<file path="src/rtl/core/adsr_pkg.sv">
// ---------------------------------------------------------------------------
// ADSR envelope shaper package
// Shared widths, register indexes, phase codes, reset values and the job
// record that travels from the classifier to the divider back end.
// ---------------------------------------------------------------------------
package adsr_pkg;

  localparam int COUNT_WIDTH  = 24;
  localparam int SAMPLE_WIDTH = 16;
  localparam int LEVEL_WIDTH  = 16;
  localparam int ENV_WIDTH    = 16;
  localparam int Q_FRAC       = 15;
  localparam int PHASE_WIDTH  = 2;

  localparam logic [ENV_WIDTH-1:0]   ENV_ONE   = ENV_WIDTH'(32768);
  localparam logic [COUNT_WIDTH-1:0] COUNT_MAX = {COUNT_WIDTH{1'b1}};

  localparam int NUM_WIDTH  = COUNT_WIDTH + ENV_WIDTH;
  localparam int PROD_WIDTH = SAMPLE_WIDTH + ENV_WIDTH + 1;
  localparam int DIV_CNT_W  = $clog2(ENV_WIDTH);

  localparam int QUEUE_DEPTH = 2;
  localparam int QPTR_W      = (QUEUE_DEPTH > 1) ? $clog2(QUEUE_DEPTH) : 1;
  localparam int QCNT_W      = $clog2(QUEUE_DEPTH + 1);

  localparam int CFG_IDX_W  = 3;
  localparam int CFG_DATA_W = COUNT_WIDTH;

  localparam logic [CFG_IDX_W-1:0] REG_ATTACK_LEN    = 3'd0;
  localparam logic [CFG_IDX_W-1:0] REG_DECAY_LEN     = 3'd1;
  localparam logic [CFG_IDX_W-1:0] REG_SUSTAIN_LEVEL = 3'd2;
  localparam logic [CFG_IDX_W-1:0] REG_RELEASE_LEN   = 3'd3;
  localparam logic [CFG_IDX_W-1:0] REG_NOTE_LEN      = 3'd4;

  localparam logic [PHASE_WIDTH-1:0] PHASE_ATTACK  = 2'd0;
  localparam logic [PHASE_WIDTH-1:0] PHASE_DECAY   = 2'd1;
  localparam logic [PHASE_WIDTH-1:0] PHASE_SUSTAIN = 2'd2;
  localparam logic [PHASE_WIDTH-1:0] PHASE_RELEASE = 2'd3;

  localparam logic [COUNT_WIDTH-1:0] RST_ATTACK_LEN    = COUNT_WIDTH'(441);
  localparam logic [COUNT_WIDTH-1:0] RST_DECAY_LEN     = COUNT_WIDTH'(8820);
  localparam logic [LEVEL_WIDTH-1:0] RST_SUSTAIN_LEVEL = LEVEL_WIDTH'(19661);
  localparam logic [COUNT_WIDTH-1:0] RST_RELEASE_LEN   = COUNT_WIDTH'(8820);
  localparam logic [COUNT_WIDTH-1:0] RST_NOTE_LEN      = COUNT_WIDTH'(44100);

  typedef struct packed {
    logic [COUNT_WIDTH-1:0] attack_len;
    logic [COUNT_WIDTH-1:0] decay_len;
    logic [LEVEL_WIDTH-1:0] sustain_level;
    logic [COUNT_WIDTH-1:0] release_len;
    logic [COUNT_WIDTH-1:0] note_len;
  } adsr_cfg_t;

  typedef struct packed {
    logic signed [SAMPLE_WIDTH-1:0] sample;
    logic [PHASE_WIDTH-1:0]         phase;
    logic                           use_div;
    logic                           invert;
    logic [ENV_WIDTH-1:0]           env_const;
    logic [NUM_WIDTH-1:0]           num;
    logic [COUNT_WIDTH-1:0]         den;
  } adsr_job_t;

endpackage

</file>
<file path="src/rtl/core/adsr_front.sv">
// ---------------------------------------------------------------------------
// ADSR front end
// Accepts samples, tracks the note index, picks the phase and forms the
// numerator and divisor of the envelope ramp for the back end.
// ---------------------------------------------------------------------------
module adsr_front (
  input  logic                                  clk,
  input  logic                                  rst_n,
  input  logic                                  in_valid,
  output logic                                  in_stall,
  input  logic signed [adsr_pkg::SAMPLE_WIDTH-1:0] in_sample_in,
  input  logic                                  in_note_start,
  input  adsr_pkg::adsr_cfg_t                   cfg,
  input  logic                                  q_full,
  output logic                                  q_push,
  output adsr_pkg::adsr_job_t                   q_job
);

  typedef enum logic [2:0] {
    F_IDLE  = 3'b001,
    F_CLASS = 3'b010,
    F_PUSH  = 3'b100
  } front_state_t;

  front_state_t state_r, state_nxt;

  logic [adsr_pkg::COUNT_WIDTH-1:0]         index_r, index_nxt;
  logic [adsr_pkg::COUNT_WIDTH-1:0]         cur_r, cur_nxt;
  logic signed [adsr_pkg::SAMPLE_WIDTH-1:0] sample_r, sample_nxt;

  logic [adsr_pkg::PHASE_WIDTH-1:0] phase_r, phase_nxt;
  logic                             use_div_r, use_div_nxt;
  logic                             inv_r, inv_nxt;
  logic [adsr_pkg::ENV_WIDTH-1:0]   env_const_r, env_const_nxt;
  logic [adsr_pkg::COUNT_WIDTH-1:0] mul_a_r, mul_a_nxt;
  logic [adsr_pkg::ENV_WIDTH-1:0]   mul_b_r, mul_b_nxt;
  logic [adsr_pkg::COUNT_WIDTH-1:0] den_r, den_nxt;

  logic                             accept;
  logic [adsr_pkg::COUNT_WIDTH-1:0] idx_new;
  logic [adsr_pkg::ENV_WIDTH-1:0]   sus_lvl;
  logic [adsr_pkg::COUNT_WIDTH:0]   start_sus;
  logic [adsr_pkg::COUNT_WIDTH-1:0] end_sus;
  logic [adsr_pkg::COUNT_WIDTH-1:0] rel_pos;
  logic [adsr_pkg::COUNT_WIDTH-1:0] rel_left;

  assign in_stall = (state_r != F_IDLE);
  assign accept   = in_valid && (state_r == F_IDLE);
  assign idx_new  = in_note_start ? '0 : index_r;

  assign sus_lvl   = (cfg.sustain_level > adsr_pkg::ENV_ONE) ? adsr_pkg::ENV_ONE
                                                             : cfg.sustain_level;
  assign start_sus = {1'b0, cfg.attack_len} + {1'b0, cfg.decay_len};
  assign end_sus   = (cfg.note_len > cfg.release_len) ? (cfg.note_len - cfg.release_len)
                                                      : cfg.note_len;
  assign rel_pos   = cur_r - end_sus;
  assign rel_left  = cfg.release_len - rel_pos;

  always_comb begin
    phase_nxt     = phase_r;
    use_div_nxt   = use_div_r;
    inv_nxt       = inv_r;
    env_const_nxt = env_const_r;
    mul_a_nxt     = mul_a_r;
    mul_b_nxt     = mul_b_r;
    den_nxt       = den_r;
    if (state_r == F_CLASS) begin
      use_div_nxt   = 1'b0;
      inv_nxt       = 1'b0;
      env_const_nxt = '0;
      mul_a_nxt     = '0;
      mul_b_nxt     = '0;
      den_nxt       = '0;
      if (cur_r >= cfg.note_len) begin
        phase_nxt = adsr_pkg::PHASE_RELEASE;
      end else if (cur_r < cfg.attack_len) begin
        phase_nxt   = adsr_pkg::PHASE_ATTACK;
        use_div_nxt = 1'b1;
        mul_a_nxt   = cur_r;
        mul_b_nxt   = adsr_pkg::ENV_ONE;
        den_nxt     = cfg.attack_len;
      end else if ({1'b0, cur_r} < start_sus) begin
        phase_nxt   = adsr_pkg::PHASE_DECAY;
        use_div_nxt = 1'b1;
        inv_nxt     = 1'b1;
        mul_a_nxt   = cur_r - cfg.attack_len;
        mul_b_nxt   = adsr_pkg::ENV_ONE - sus_lvl;
        den_nxt     = cfg.decay_len;
      end else if (cur_r < end_sus) begin
        phase_nxt     = adsr_pkg::PHASE_SUSTAIN;
        env_const_nxt = sus_lvl;
      end else begin
        phase_nxt   = adsr_pkg::PHASE_RELEASE;
        use_div_nxt = 1'b1;
        mul_a_nxt   = rel_left;
        mul_b_nxt   = sus_lvl;
        den_nxt     = cfg.release_len;
      end
    end
  end

  always_comb begin
    state_nxt  = state_r;
    index_nxt  = index_r;
    cur_nxt    = cur_r;
    sample_nxt = sample_r;
    case (state_r)
      F_IDLE: begin
        if (accept) begin
          cur_nxt    = idx_new;
          sample_nxt = in_sample_in;
          index_nxt  = (idx_new != adsr_pkg::COUNT_MAX) ? idx_new + 1'b1 : idx_new;
          state_nxt  = F_CLASS;
        end
      end
      F_CLASS: state_nxt = F_PUSH;
      F_PUSH: begin
        if (!q_full) begin
          state_nxt = F_IDLE;
        end
      end
      default: state_nxt = F_IDLE;
    endcase
  end

  assign q_push          = (state_r == F_PUSH) && !q_full;
  assign q_job.sample    = sample_r;
  assign q_job.phase     = phase_r;
  assign q_job.use_div   = use_div_r;
  assign q_job.invert    = inv_r;
  assign q_job.env_const = env_const_r;
  assign q_job.num       = mul_a_r * mul_b_r;
  assign q_job.den       = den_r;

  always_ff @(posedge clk) begin
    if (!rst_n) begin
      state_r <= F_IDLE;
      index_r <= '0;
    end else begin
      state_r <= state_nxt;
      index_r <= index_nxt;
    end
  end

  always_ff @(posedge clk) begin
    cur_r       <= cur_nxt;
    sample_r    <= sample_nxt;
    phase_r     <= phase_nxt;
    use_div_r   <= use_div_nxt;
    inv_r       <= inv_nxt;
    env_const_r <= env_const_nxt;
    mul_a_r     <= mul_a_nxt;
    mul_b_r     <= mul_b_nxt;
    den_r       <= den_nxt;
  end

endmodule

</file>
<file path="src/rtl/core/adsr_queue.sv">
// ---------------------------------------------------------------------------
// ADSR job queue
// Short register queue between the classifier and the divider back end.
// ---------------------------------------------------------------------------
module adsr_queue (
  input  logic                clk,
  input  logic                rst_n,
  input  logic                push,
  input  adsr_pkg::adsr_job_t push_job,
  output logic                full,
  input  logic                pop,
  output adsr_pkg::adsr_job_t pop_job,
  output logic                empty
);

  adsr_pkg::adsr_job_t mem_r [adsr_pkg::QUEUE_DEPTH];

  logic [adsr_pkg::QPTR_W-1:0] wr_ptr_r, wr_ptr_nxt;
  logic [adsr_pkg::QPTR_W-1:0] rd_ptr_r, rd_ptr_nxt;
  logic [adsr_pkg::QCNT_W-1:0] count_r, count_nxt;

  localparam logic [adsr_pkg::QPTR_W-1:0] PTR_LAST = adsr_pkg::QPTR_W'(adsr_pkg::QUEUE_DEPTH - 1);
  localparam logic [adsr_pkg::QCNT_W-1:0] CNT_FULL = adsr_pkg::QCNT_W'(adsr_pkg::QUEUE_DEPTH);

  assign full    = (count_r == CNT_FULL);
  assign empty   = (count_r == '0);
  assign pop_job = mem_r[rd_ptr_r];

  always_comb begin
    wr_ptr_nxt = wr_ptr_r;
    rd_ptr_nxt = rd_ptr_r;
    count_nxt  = count_r;
    if (push) begin
      wr_ptr_nxt = (wr_ptr_r == PTR_LAST) ? '0 : wr_ptr_r + 1'b1;
    end
    if (pop) begin
      rd_ptr_nxt = (rd_ptr_r == PTR_LAST) ? '0 : rd_ptr_r + 1'b1;
    end
    if (push && !pop) begin
      count_nxt = count_r + 1'b1;
    end else if (pop && !push) begin
      count_nxt = count_r - 1'b1;
    end
  end

  always_ff @(posedge clk) begin
    if (!rst_n) begin
      wr_ptr_r <= '0;
      rd_ptr_r <= '0;
      count_r  <= '0;
    end else begin
      wr_ptr_r <= wr_ptr_nxt;
      rd_ptr_r <= rd_ptr_nxt;
      count_r  <= count_nxt;
    end
  end

  always_ff @(posedge clk) begin
    if (push) begin
      mem_r[wr_ptr_r] <= push_job;
    end
  end

  a_no_overflow: assert property (@(posedge clk) disable iff (!rst_n)
    push |-> (count_r < CNT_FULL || pop))
    else $error("queue written while full");

  a_no_underflow: assert property (@(posedge clk) disable iff (!rst_n)
    pop |-> (count_r != '0))
    else $error("queue read while empty");

endmodule

</file>
<file path="src/rtl/core/adsr_back.sv">
// ---------------------------------------------------------------------------
// ADSR back end
// Runs the serial envelope divide for ramp jobs, scales the sample and holds
// the result in the output register until it is taken.
// ---------------------------------------------------------------------------
module adsr_back (
  input  logic                                     clk,
  input  logic                                     rst_n,
  input  adsr_pkg::adsr_job_t                      q_job,
  input  logic                                     q_empty,
  output logic                                     q_pop,
  output logic                                     out_valid,
  input  logic                                     out_stall,
  output logic signed [adsr_pkg::SAMPLE_WIDTH-1:0] out_sample_out,
  output logic [adsr_pkg::PHASE_WIDTH-1:0]         out_phase
);

  typedef enum logic [3:0] {
    B_IDLE = 4'b0001,
    B_DIV  = 4'b0010,
    B_MUL  = 4'b0100,
    B_FIN  = 4'b1000
  } back_state_t;

  localparam logic [adsr_pkg::DIV_CNT_W-1:0] DIV_LAST =
    adsr_pkg::DIV_CNT_W'(adsr_pkg::ENV_WIDTH - 1);
  localparam logic signed [adsr_pkg::PROD_WIDTH-1:0] ROUND_BIAS =
    adsr_pkg::PROD_WIDTH'((1 << adsr_pkg::Q_FRAC) - 1);

  back_state_t state_r, state_nxt;

  logic signed [adsr_pkg::SAMPLE_WIDTH-1:0] sample_r, sample_nxt;
  logic [adsr_pkg::PHASE_WIDTH-1:0]         phase_r, phase_nxt;
  logic                                     use_div_r, use_div_nxt;
  logic                                     inv_r, inv_nxt;
  logic [adsr_pkg::ENV_WIDTH-1:0]           env_const_r, env_const_nxt;
  logic [adsr_pkg::COUNT_WIDTH-1:0]         den_r, den_nxt;
  logic [adsr_pkg::COUNT_WIDTH-1:0]         rem_r, rem_nxt;
  logic [adsr_pkg::ENV_WIDTH-1:0]           lo_r, lo_nxt;
  logic [adsr_pkg::DIV_CNT_W-1:0]           cnt_r, cnt_nxt;
  logic signed [adsr_pkg::PROD_WIDTH-1:0]   prod_r, prod_nxt;

  logic                                     out_valid_r, out_valid_nxt;
  logic signed [adsr_pkg::SAMPLE_WIDTH-1:0] out_sample_r, out_sample_nxt;
  logic [adsr_pkg::PHASE_WIDTH-1:0]         out_phase_r, out_phase_nxt;

  logic [adsr_pkg::COUNT_WIDTH:0]         trial;
  logic [adsr_pkg::COUNT_WIDTH:0]         trial_diff;
  logic                                   trial_ge;
  logic [adsr_pkg::ENV_WIDTH-1:0]         env;
  logic signed [adsr_pkg::ENV_WIDTH:0]    env_s;
  logic signed [adsr_pkg::PROD_WIDTH-1:0] rounded;
  logic signed [adsr_pkg::PROD_WIDTH-1:0] scaled;
  logic                                   out_free;

  assign trial      = {rem_r, lo_r[adsr_pkg::ENV_WIDTH-1]};
  assign trial_diff = trial - {1'b0, den_r};
  assign trial_ge   = (trial >= {1'b0, den_r});

  assign env    = use_div_r ? (inv_r ? adsr_pkg::ENV_ONE - lo_r : lo_r) : env_const_r;
  assign env_s  = $signed({1'b0, env});

  assign rounded = prod_r[adsr_pkg::PROD_WIDTH-1] ? prod_r + ROUND_BIAS : prod_r;
  assign scaled  = rounded >>> adsr_pkg::Q_FRAC;

  assign out_free = !out_valid_r || !out_stall;
  assign q_pop    = (state_r == B_IDLE) && !q_empty;

  always_comb begin
    state_nxt      = state_r;
    sample_nxt     = sample_r;
    phase_nxt      = phase_r;
    use_div_nxt    = use_div_r;
    inv_nxt        = inv_r;
    env_const_nxt  = env_const_r;
    den_nxt        = den_r;
    rem_nxt        = rem_r;
    lo_nxt         = lo_r;
    cnt_nxt        = cnt_r;
    prod_nxt       = prod_r;
    out_valid_nxt  = out_valid_r && out_stall;
    out_sample_nxt = out_sample_r;
    out_phase_nxt  = out_phase_r;
    case (state_r)
      B_IDLE: begin
        if (q_pop) begin
          sample_nxt    = q_job.sample;
          phase_nxt     = q_job.phase;
          use_div_nxt   = q_job.use_div;
          inv_nxt       = q_job.invert;
          env_const_nxt = q_job.env_const;
          den_nxt       = q_job.den;
          rem_nxt       = q_job.num[adsr_pkg::NUM_WIDTH-1:adsr_pkg::ENV_WIDTH];
          lo_nxt        = q_job.num[adsr_pkg::ENV_WIDTH-1:0];
          cnt_nxt       = '0;
          state_nxt     = q_job.use_div ? B_DIV : B_MUL;
        end
      end
      B_DIV: begin
        rem_nxt = trial_ge ? trial_diff[adsr_pkg::COUNT_WIDTH-1:0]
                           : trial[adsr_pkg::COUNT_WIDTH-1:0];
        lo_nxt  = {lo_r[adsr_pkg::ENV_WIDTH-2:0], trial_ge};
        cnt_nxt = cnt_r + 1'b1;
        if (cnt_r == DIV_LAST) begin
          state_nxt = B_MUL;
        end
      end
      B_MUL: begin
        prod_nxt  = sample_r * env_s;
        state_nxt = B_FIN;
      end
      B_FIN: begin
        if (out_free) begin
          out_valid_nxt  = 1'b1;
          out_sample_nxt = scaled[adsr_pkg::SAMPLE_WIDTH-1:0];
          out_phase_nxt  = phase_r;
          state_nxt      = B_IDLE;
        end
      end
      default: state_nxt = B_IDLE;
    endcase
  end

  always_ff @(posedge clk) begin
    if (!rst_n) begin
      state_r     <= B_IDLE;
      out_valid_r <= 1'b0;
    end else begin
      state_r     <= state_nxt;
      out_valid_r <= out_valid_nxt;
    end
  end

  always_ff @(posedge clk) begin
    sample_r     <= sample_nxt;
    phase_r      <= phase_nxt;
    use_div_r    <= use_div_nxt;
    inv_r        <= inv_nxt;
    env_const_r  <= env_const_nxt;
    den_r        <= den_nxt;
    rem_r        <= rem_nxt;
    lo_r         <= lo_nxt;
    cnt_r        <= cnt_nxt;
    prod_r       <= prod_nxt;
    out_sample_r <= out_sample_nxt;
    out_phase_r  <= out_phase_nxt;
  end

  assign out_valid      = out_valid_r;
  assign out_sample_out = out_sample_r;
  assign out_phase      = out_phase_r;

  a_div_needs_job: assert property (@(posedge clk) disable iff (!rst_n)
    (state_r == B_DIV) |-> use_div_r)
    else $error("divider running on a job without a ramp");

  a_div_ends: assert property (@(posedge clk) disable iff (!rst_n)
    (state_r == B_DIV && cnt_r == DIV_LAST) |=> (state_r == B_MUL))
    else $error("divider did not hand over after the last step");

  a_decay_quot: assert property (@(posedge clk) disable iff (!rst_n)
    (state_r == B_MUL && use_div_r && inv_r) |-> (lo_r < adsr_pkg::ENV_ONE))
    else $error("decay quotient out of range");

endmodule

</file>
<file path="src/rtl/core/adsr_envelope_shaper_unit.sv">
// ---------------------------------------------------------------------------
// ADSR envelope shaper unit
// Scales a stream of Q1.15 note samples by a linear attack, decay, sustain
// and release envelope.
//
// Input channel in_valid / in_stall carries in_sample_in and in_note_start;
// a set note_start restarts the note index for that sample. Each input item
// yields exactly one item on out_valid / out_stall: out_sample_out and the
// phase code out_phase. Configuration is a plain write port (cfg_wr_en,
// cfg_index, cfg_wdata); the user must write it only while the unit is idle,
// as the unit does not enforce this. The front end classifies and queues
// each item before it takes the next. Ramp phases run a 16-step serial
// divider in the back end; sustain and past-end items skip it and go
// straight to the multiply. The divider sets the rate.
// A two-entry queue sits between front and back end; while out_stall is
// high the result is held and the front end keeps accepting until the
// queue fills. Reset (rst_n low, synchronous) empties the pipeline, clears
// the note index and loads the default register values.
// ---------------------------------------------------------------------------
module adsr_envelope_shaper_unit (
  input  logic                                     clk,
  input  logic                                     rst_n,
  input  logic                                     in_valid,
  output logic                                     in_stall,
  input  logic signed [adsr_pkg::SAMPLE_WIDTH-1:0] in_sample_in,
  input  logic                                     in_note_start,
  output logic                                     out_valid,
  input  logic                                     out_stall,
  output logic signed [adsr_pkg::SAMPLE_WIDTH-1:0] out_sample_out,
  output logic [adsr_pkg::PHASE_WIDTH-1:0]         out_phase,
  input  logic                                     cfg_wr_en,
  input  logic [adsr_pkg::CFG_IDX_W-1:0]           cfg_index,
  input  logic [adsr_pkg::CFG_DATA_W-1:0]          cfg_wdata
);

  adsr_pkg::adsr_cfg_t cfg_r, cfg_nxt;
  adsr_pkg::adsr_job_t push_job, pop_job;
  logic                q_push, q_pop, q_full, q_empty;

  always_comb begin
    cfg_nxt = cfg_r;
    if (cfg_wr_en) begin
      case (cfg_index)
        adsr_pkg::REG_ATTACK_LEN:    cfg_nxt.attack_len    = cfg_wdata;
        adsr_pkg::REG_DECAY_LEN:     cfg_nxt.decay_len     = cfg_wdata;
        adsr_pkg::REG_SUSTAIN_LEVEL:
          cfg_nxt.sustain_level = cfg_wdata[adsr_pkg::LEVEL_WIDTH-1:0];
        adsr_pkg::REG_RELEASE_LEN:   cfg_nxt.release_len   = cfg_wdata;
        adsr_pkg::REG_NOTE_LEN:      cfg_nxt.note_len      = cfg_wdata;
        default:                     cfg_nxt = cfg_r;
      endcase
    end
  end

  always_ff @(posedge clk) begin
    if (!rst_n) begin
      cfg_r.attack_len    <= adsr_pkg::RST_ATTACK_LEN;
      cfg_r.decay_len     <= adsr_pkg::RST_DECAY_LEN;
      cfg_r.sustain_level <= adsr_pkg::RST_SUSTAIN_LEVEL;
      cfg_r.release_len   <= adsr_pkg::RST_RELEASE_LEN;
      cfg_r.note_len      <= adsr_pkg::RST_NOTE_LEN;
    end else begin
      cfg_r <= cfg_nxt;
    end
  end

  adsr_front u_front (
    .clk           (clk),
    .rst_n         (rst_n),
    .in_valid      (in_valid),
    .in_stall      (in_stall),
    .in_sample_in  (in_sample_in),
    .in_note_start (in_note_start),
    .cfg           (cfg_r),
    .q_full        (q_full),
    .q_push        (q_push),
    .q_job         (push_job)
  );

  adsr_queue u_queue (
    .clk      (clk),
    .rst_n    (rst_n),
    .push     (q_push),
    .push_job (push_job),
    .full     (q_full),
    .pop      (q_pop),
    .pop_job  (pop_job),
    .empty    (q_empty)
  );

  adsr_back u_back (
    .clk            (clk),
    .rst_n          (rst_n),
    .q_job          (pop_job),
    .q_empty        (q_empty),
    .q_pop          (q_pop),
    .out_valid      (out_valid),
    .out_stall      (out_stall),
    .out_sample_out (out_sample_out),
    .out_phase      (out_phase)
  );

endmodule

</file>
<file path="config.mk">
export PLATFORM = sky130hd
export DESIGN_NAME = adsr_envelope_shaper_unit
export DESIGN_NICKNAME = d
export VERILOG_FILES = /design/src/rtl/core/adsr_pkg.sv /design/src/rtl/core/adsr_front.sv /design/src/rtl/core/adsr_queue.sv /design/src/rtl/core/adsr_back.sv /design/src/rtl/core/adsr_envelope_shaper_unit.sv
export SDC_FILE = /design/constraint.sdc
export NUM_CORES = 2
export LEC_CHECK = 0
export ABC_AREA = 1
export BUFFER_PORTS_ARGS = -buffer_cell sky130_fd_sc_hd__buf_2
export CAP_MARGIN = 20
export CORE_ASPECT_RATIO = 1.5
export CORE_MARGIN = 2
export CORE_UTILIZATION = 50
export DETAILED_ROUTE_END_ITERATION = 10
export GPL_TIMING_DRIVEN = 0
export PLACE_DENSITY_LB_ADDON = 0.15
export RECOVER_POWER = 100
export SLEW_MARGIN = 20
export SYNTH_ARGS = -nofsm -noshare
export SYNTH_HDL_FRONTEND = slang
export SYNTH_SLANG_ARGS = --single-unit
</file>
<file path="constraint.sdc">
create_clock -name clk -period 15.95 [get_ports clk]
set_input_delay 1.595 -clock clk [delete_from_list [all_inputs] [get_ports clk]]
set_output_delay 1.595 -clock clk [all_outputs]
set_load 0.03 [all_outputs]
</file>
=== After elaboration in Yosys (flattened, before gate mapping) ===
Memory sizes are Yosys's and may differ from the RTL's. A register that Yosys moved wholly into a read port is not among the register bits.
Cells that the tools add are included.

* Muxes and demuxes: 48
* $lt $le $gt $ge: 7
* Add/sub/neg operators: 15
* Equality and inequality tests: 20
* Multiply operators: 2
* Bitwise logic cells: 1
* Reduce and logical (&&, ||, !) cells: 30

{| class="wikitable"
|+ Operator list
! cell !! count
|-
| two-way mux 24 bit || 11
|-
| subtractor 24 bit || 5
|-
| two-way mux 16 bit || 7
|-
| < comparator 24 bit || 2
|-
| one-hot mux 24 bit (2 select lines) || 1
|-
| multiplier 24 x 16 -> 40 bit || 1
|-
| multiplier 16 x 17 -> 33 bit || 1
|-
| one-hot mux 16 bit (2 select lines) || 1
|-
| subtractor 16 bit, first input constant || 2
|-
| adder 31 x 16 -> 31 bit, second input constant || 1
|-
| two-way mux 31 bit || 1
|-
| adder 24 x 24 -> 25 bit || 1
|-
| greater-or-equal comparator 25 x 24 -> 1 bit || 1
|-
| < comparator 24 x 25 -> 1 bit || 1
|-
| adder 24 x 1 -> 24 bit, second input constant || 1
|-
| greater-or-equal comparator 24 bit || 1
|-
| > comparator 24 bit || 1
|-
| inequality test 24 bit, second input constant || 1
|-
| AND reduction 2 bit || 10
|-
| > comparator 16 bit, second input constant || 1
|-
| two-way mux 4 bit || 4
|-
| one-hot mux 4 bit (4 select lines) || 1
|-
| two-way mux 1 bit || 13
|-
| == test 3 x 2 -> 1 bit, second input constant || 3
|-
| 28 further kinds || 51
|}

* Memory bits (writable): 200
* Output and inout port bits: 20
* Bits in registers: 427
* Word-level logic and storage cells: 158
* Bits of input ports: 49
* Memories: 1

{| class="wikitable"
|+ Memories
! name !! depth !! bits a word !! rd ports !! clocked after Yosys merged registers in !! wr ports !! line !! text
|-
| u_queue.mem_r || 2 || 100 || 1 || 1 || 1 || adsr_queue.sv:16 || <nowiki>adsr_pkg::adsr_job_t mem_r [adsr_pkg::QUEUE_DEPTH];</nowiki>
|}

=== Depth between registers and ports, before layout ===
* Word-level depth: 7
* Gate-level depth with buffers: 38
* Depth with buffers taken out: 36

=== Cells and area by module ===
A second synthesis with hierarchy kept.

* Cells, all modules: 6879
* Area total of the unflattened synthesis: 57625.3 um2

{| class="wikitable"
|+ By module, submodules not included
! module !! cells an instance !! seq. area each (um2) !! times used !! area each (um2)
|-
| adsr_front || 3797 || 4264.1 || 1 || 27749.1
|-
| adsr_back || 2123 || 4724.5 || 1 || 17534.3
|-
| adsr_queue || 346 || 6105.9 || 1 || 7946.4
|-
| adsr_envelope_shaper_unit || 613 || 2242.2 || 1 || 4395.5
|}

=== Worst setup path before layout ===
OpenSTA, ideal clock, no wires.

* Path type: flip-flop to flip-flop
* Start point: register u_back.lo_r[3] in the netlist's numbering
* End point: register u_back.prod_r[27] in the netlist's numbering, data pin
* Setup time: 258 ps
* Stages on the path, launching flop included: 31
* Data required time: 15692 ps
* Buffers on the path: 0
* Path slack: 9186 ps
* Period minus slack after synthesis: 6764 ps
* Data arrival time: 6506 ps
* Cell sequence: edfxtp_1 -> nor2_1 -> nand2_1 -> nor2_1 -> nand2_1 -> nor2_1 -> nand4_1 -> nor3_1 -> nor2_1 -> xor2_1 -> nand2_1 -> o21ai_1 -> clkinv_1 -> nand2_1 -> fa_1 -> fa_1 -> fa_1 -> inv_1 -> fa_1 -> fa_1 -> inv_1 -> fa_1 -> inv_1 -> ha_1 -> nand2_1 -> nor4_1 -> nand4_1 -> nand3_1 -> a21o_1 -> a31oi_1 -> xnor2_1

* Word-level cells in the longest chain between the ends: 4

{| class="wikitable"
|+ Ends and longest elaborated chain
! item !! line !! text
|-
| start: declaration || adsr_back.sv:39 || <nowiki>logic [adsr_pkg::ENV_WIDTH-1:0] lo_r, lo_nxt;</nowiki>
|-
| start signal: assignment || adsr_back.sv:142 || <nowiki>lo_r <= lo_nxt;</nowiki>
|-
| subtractor 16 bit || adsr_back.sv:60 || <nowiki>assign env = use_div_r ? (inv_r ? adsr_pkg::ENV_ONE - lo_r : lo_r) : env_const_r;</nowiki>
|-
| two-way mux 16 bit * (2 in a row) || adsr_back.sv:60 ||
|-
| multiplier 16 x 17 -> 33 bit * || adsr_back.sv:109 || <nowiki>prod_nxt = sample_r * env_s;</nowiki>
|-
| end signal: assignment || adsr_back.sv:144 || <nowiki>prod_r <= prod_nxt;</nowiki>
|-
| end: declaration || adsr_back.sv:41 || <nowiki>logic signed [adsr_pkg::PROD_WIDTH-1:0] prod_r, prod_nxt;</nowiki>
|}

Mark *: on every way between the ends. The rest lies on a longest branch, timed or not.
A chain may end at the register's enable or synchronous reset.

=== Worst setup path in the final report ===
* Start point: register u_back.lo_r[2] in the netlist's numbering
* End point: register u_back.prod_r[30] in the netlist's numbering, data pin

Same word-level chain as after synthesis.

==> flow_summary.json <==
{
  "finalCritPeriodShare_pct": 57.4,
  "synth_cells": 6524,
  "path_common_cell": "nor2_1",
  "cts_tree": "built",
  "ant_nets": 0,
  "async_flop_share_pct": 0,
  "grt_pass1_vias": 45900,
  "grt_max_degree": 50,
  "setup.worst_path.end_class": "flop",
  "pre_cts_ws_ns": 7.32,
  "synth_edf_count": 478,
  "fin_nets": 7690,
  "setup_viol": 0,
  "htree_levels": 2,
  "place_congestion": 1.01,
  "routed_wl_um": 177000,
  "drtIter0Drc": 2805,
  "drv_cap": 7,
  "worstPathRequired_ns": 16.37,
  "hpwlAfterDp_um": 146000,
  "cpPeakStageDelay_ns": 0.87,
  "syn-cell-area_um2": 55000,
  "clk_latency_ns": 0.69,
  "syn_nets": 7530,
  "finalClockSkew_ns": 0.0615,
  "start_kind": "flop",
  "max-slew-margin-rel_pct": -93.4,
  "ys_warn_count": 0,
  "final_hold_viol_count": 0,
  "hp-start": "u_front.env_const_r[3]",
  "arrival_ns": 9.58,
  "dieArea_um2": 113000,
  "die_h_um": 410,
  "status": "complete, but fails checks",
  "cpLargestDelayFamily": "adder cells",
  "violations": "capacitance limit, slew limit",
  "crit_fanout": 9,
  "seq_area_frac_synth_pct": 31.5,
  "drive_above_1_share_pct": 2.44,
  "design.core.area_um2": 109000,
  "rows": 149,
  "viasPerCell": 5.42,
  "finalCriticalPeriod_ns": 9.15,
  "fmax_ghz": 0.109,
  "worst_slack_ns": 6.80,
  "hold_path.class": "reg2reg",
  "cts_resized": 0,
  "numCtsBuffers": 61,
  "cp_slowest_cell": "clkinv_1",
  "area_delta_synth_final_pct": 7.73,
  "cts.sinks": 627,
  "netlist-cell-type-count": 55,
  "fin_cells": 8168,
  "cts_setup_buffers": 0,
  "slew_viol_final": 134,
  "syn_area_per_cell_um2": 8.42,
  "path_class": "reg2reg",
  "synth_flop_cell": "edfxtp_1",
  "port_buffers": 67,
  "start_util_pct": 50.2,
  "clockRootBuffer": "clkbuf_16",
  "finalSetupTns_ns": 0,
  "tightest_slew_ns": 2.90,
  "ctsHoldBuffers": 0,
  "clkTransAtPathRegs_ns": 0.07,
  "grt_use_total_pct": 31.9,
  "num_vias": 44300,
  "critPathLaunch": "u_back.lo_r[2]",
  "grt_overflow_total": 0,
  "dp_cells": 8054,
  "antenna_found_initial": 0,
  "wl_per_cell_um": 21.6,
  "timing.rr.start": "u_back.lo_r[2]",
  "io_pins": 69,
  "die_x_um": 275,
  "cts.path.max_buffers": 3,
  "drc_errors": 0,
  "ys_ff_latch": 627,
  "grt_pass1_wl_um": 267000,
  "crit_buf_inv": 4,
  "rsz0062_at_grt": "false",
  "dr.pass1.iters": 6
}
path summary, 6_finish.rpt:
path,to,slack (ns),cells after the start
worst min register to register,u_queue.mem_r[0][67],0.41,0
worst min-delay path,u_queue.mem_r[0][67],0.41,0
worst max-delay path,u_back.prod_r[30],6.80,33
worst max register to register,u_back.prod_r[30],6.80,33
metal layers:
metal	share of wire (%)	global-route usage, %	vias up
met2	51	57.0	1445
met3	4.1	3.17	646
met4	12	30.5	0
met5	0	0	-
li1	-	-	20900
met1	33	32.0	21300
state kept, by name (all words and copies together) (netlist names), 24 cells and up, named ones only:
name / flops
cfg_r: 112
u_back.den_r: 24
u_back.prod_r: 32
u_back.rem_r: 24
u_front.cur_r: 24
u_front.den_r: 24
u_front.index_r: 24
u_front.mul_a_r: 24
u_queue.mem_r: 200
Yosys cell counts, types with 129 or more instances:
library cell | instances | area (um2)
nand2_1 | 1555 | 5840
inv_1 | 1243 | 4670
fa_1 | 527 | 10600
nor2_1 | 519 | 1950
edfxtp_1 | 478 | 14400
ha_1 | 430 | 5380
a21oi_1 | 397 | 1990
o21ai_0 | 268 | 1340
clkbuf_1 | 187 | 702
nand3_1 | 168 | 841
dfxtp_1 | 149 | 2980
xor2_1 | 129 | 1130
layout by cell type, fill, tap and decap left out, types with 6 or more instances in the layout:
master and n:
clkinv_2 6, a211oi_1 8, xnor2_1 83, nor4_1 22, clkbuf_1 267, nand4_1 46
bufinv_16 8, clkinv_1 24, nor3_1 68, o211ai_1 29, or2_2 8, o21ai_0 281
dfxtp_1 149, a21o_1 14, a21oi_1 398, nor2_1 522, fa_1 527, xor2_1 129
o21ai_1 7, clkinvlp_4 6, buf_2 40, ha_1 430, clkbuf_16 61, edfxtp_1 478
a21boi_0 6, o21bai_1 15, a31oi_1 44, nand3_1 169, inv_1 1243, nand2_1 1555
o21a_1 11
kinds of logic after synthesis:
group,share of synthesized area [%]
muxes,0.0729
and+or+nand+nor,17.6
adders and majority gates,29.0
AOI/OAI and AO/OA,8.30
buffers and inverters,10.1
xor gates and xnor gates,3.38
DFF,31.5
cell type report:
cell class,instances,area [um2]
diodes,1,2.50
plain buffers,215,823
clock buffers,65,1540
clock inverters,47,553
fillers,10500,50200
inverters,1257,4720
multi-input cells,4425,32000
flip-flops and latches,627,17300
well taps,1434,1790
repair buffers,97,417
through the flow:
stage	utilization, %	hold WS, ns	area, um2
detailed placement	52.6	0.412	57600
finish	54.1	0.411	59200
global placement	52.2	0.406	57100
floorplan	-	0.400	55000
global route	54.1	0.422	59200
CTS	54.6	0.403	59700
Power is not shown: default switching activity piles up to over one toggle a cycle in this logic, so the estimate is an artifact.
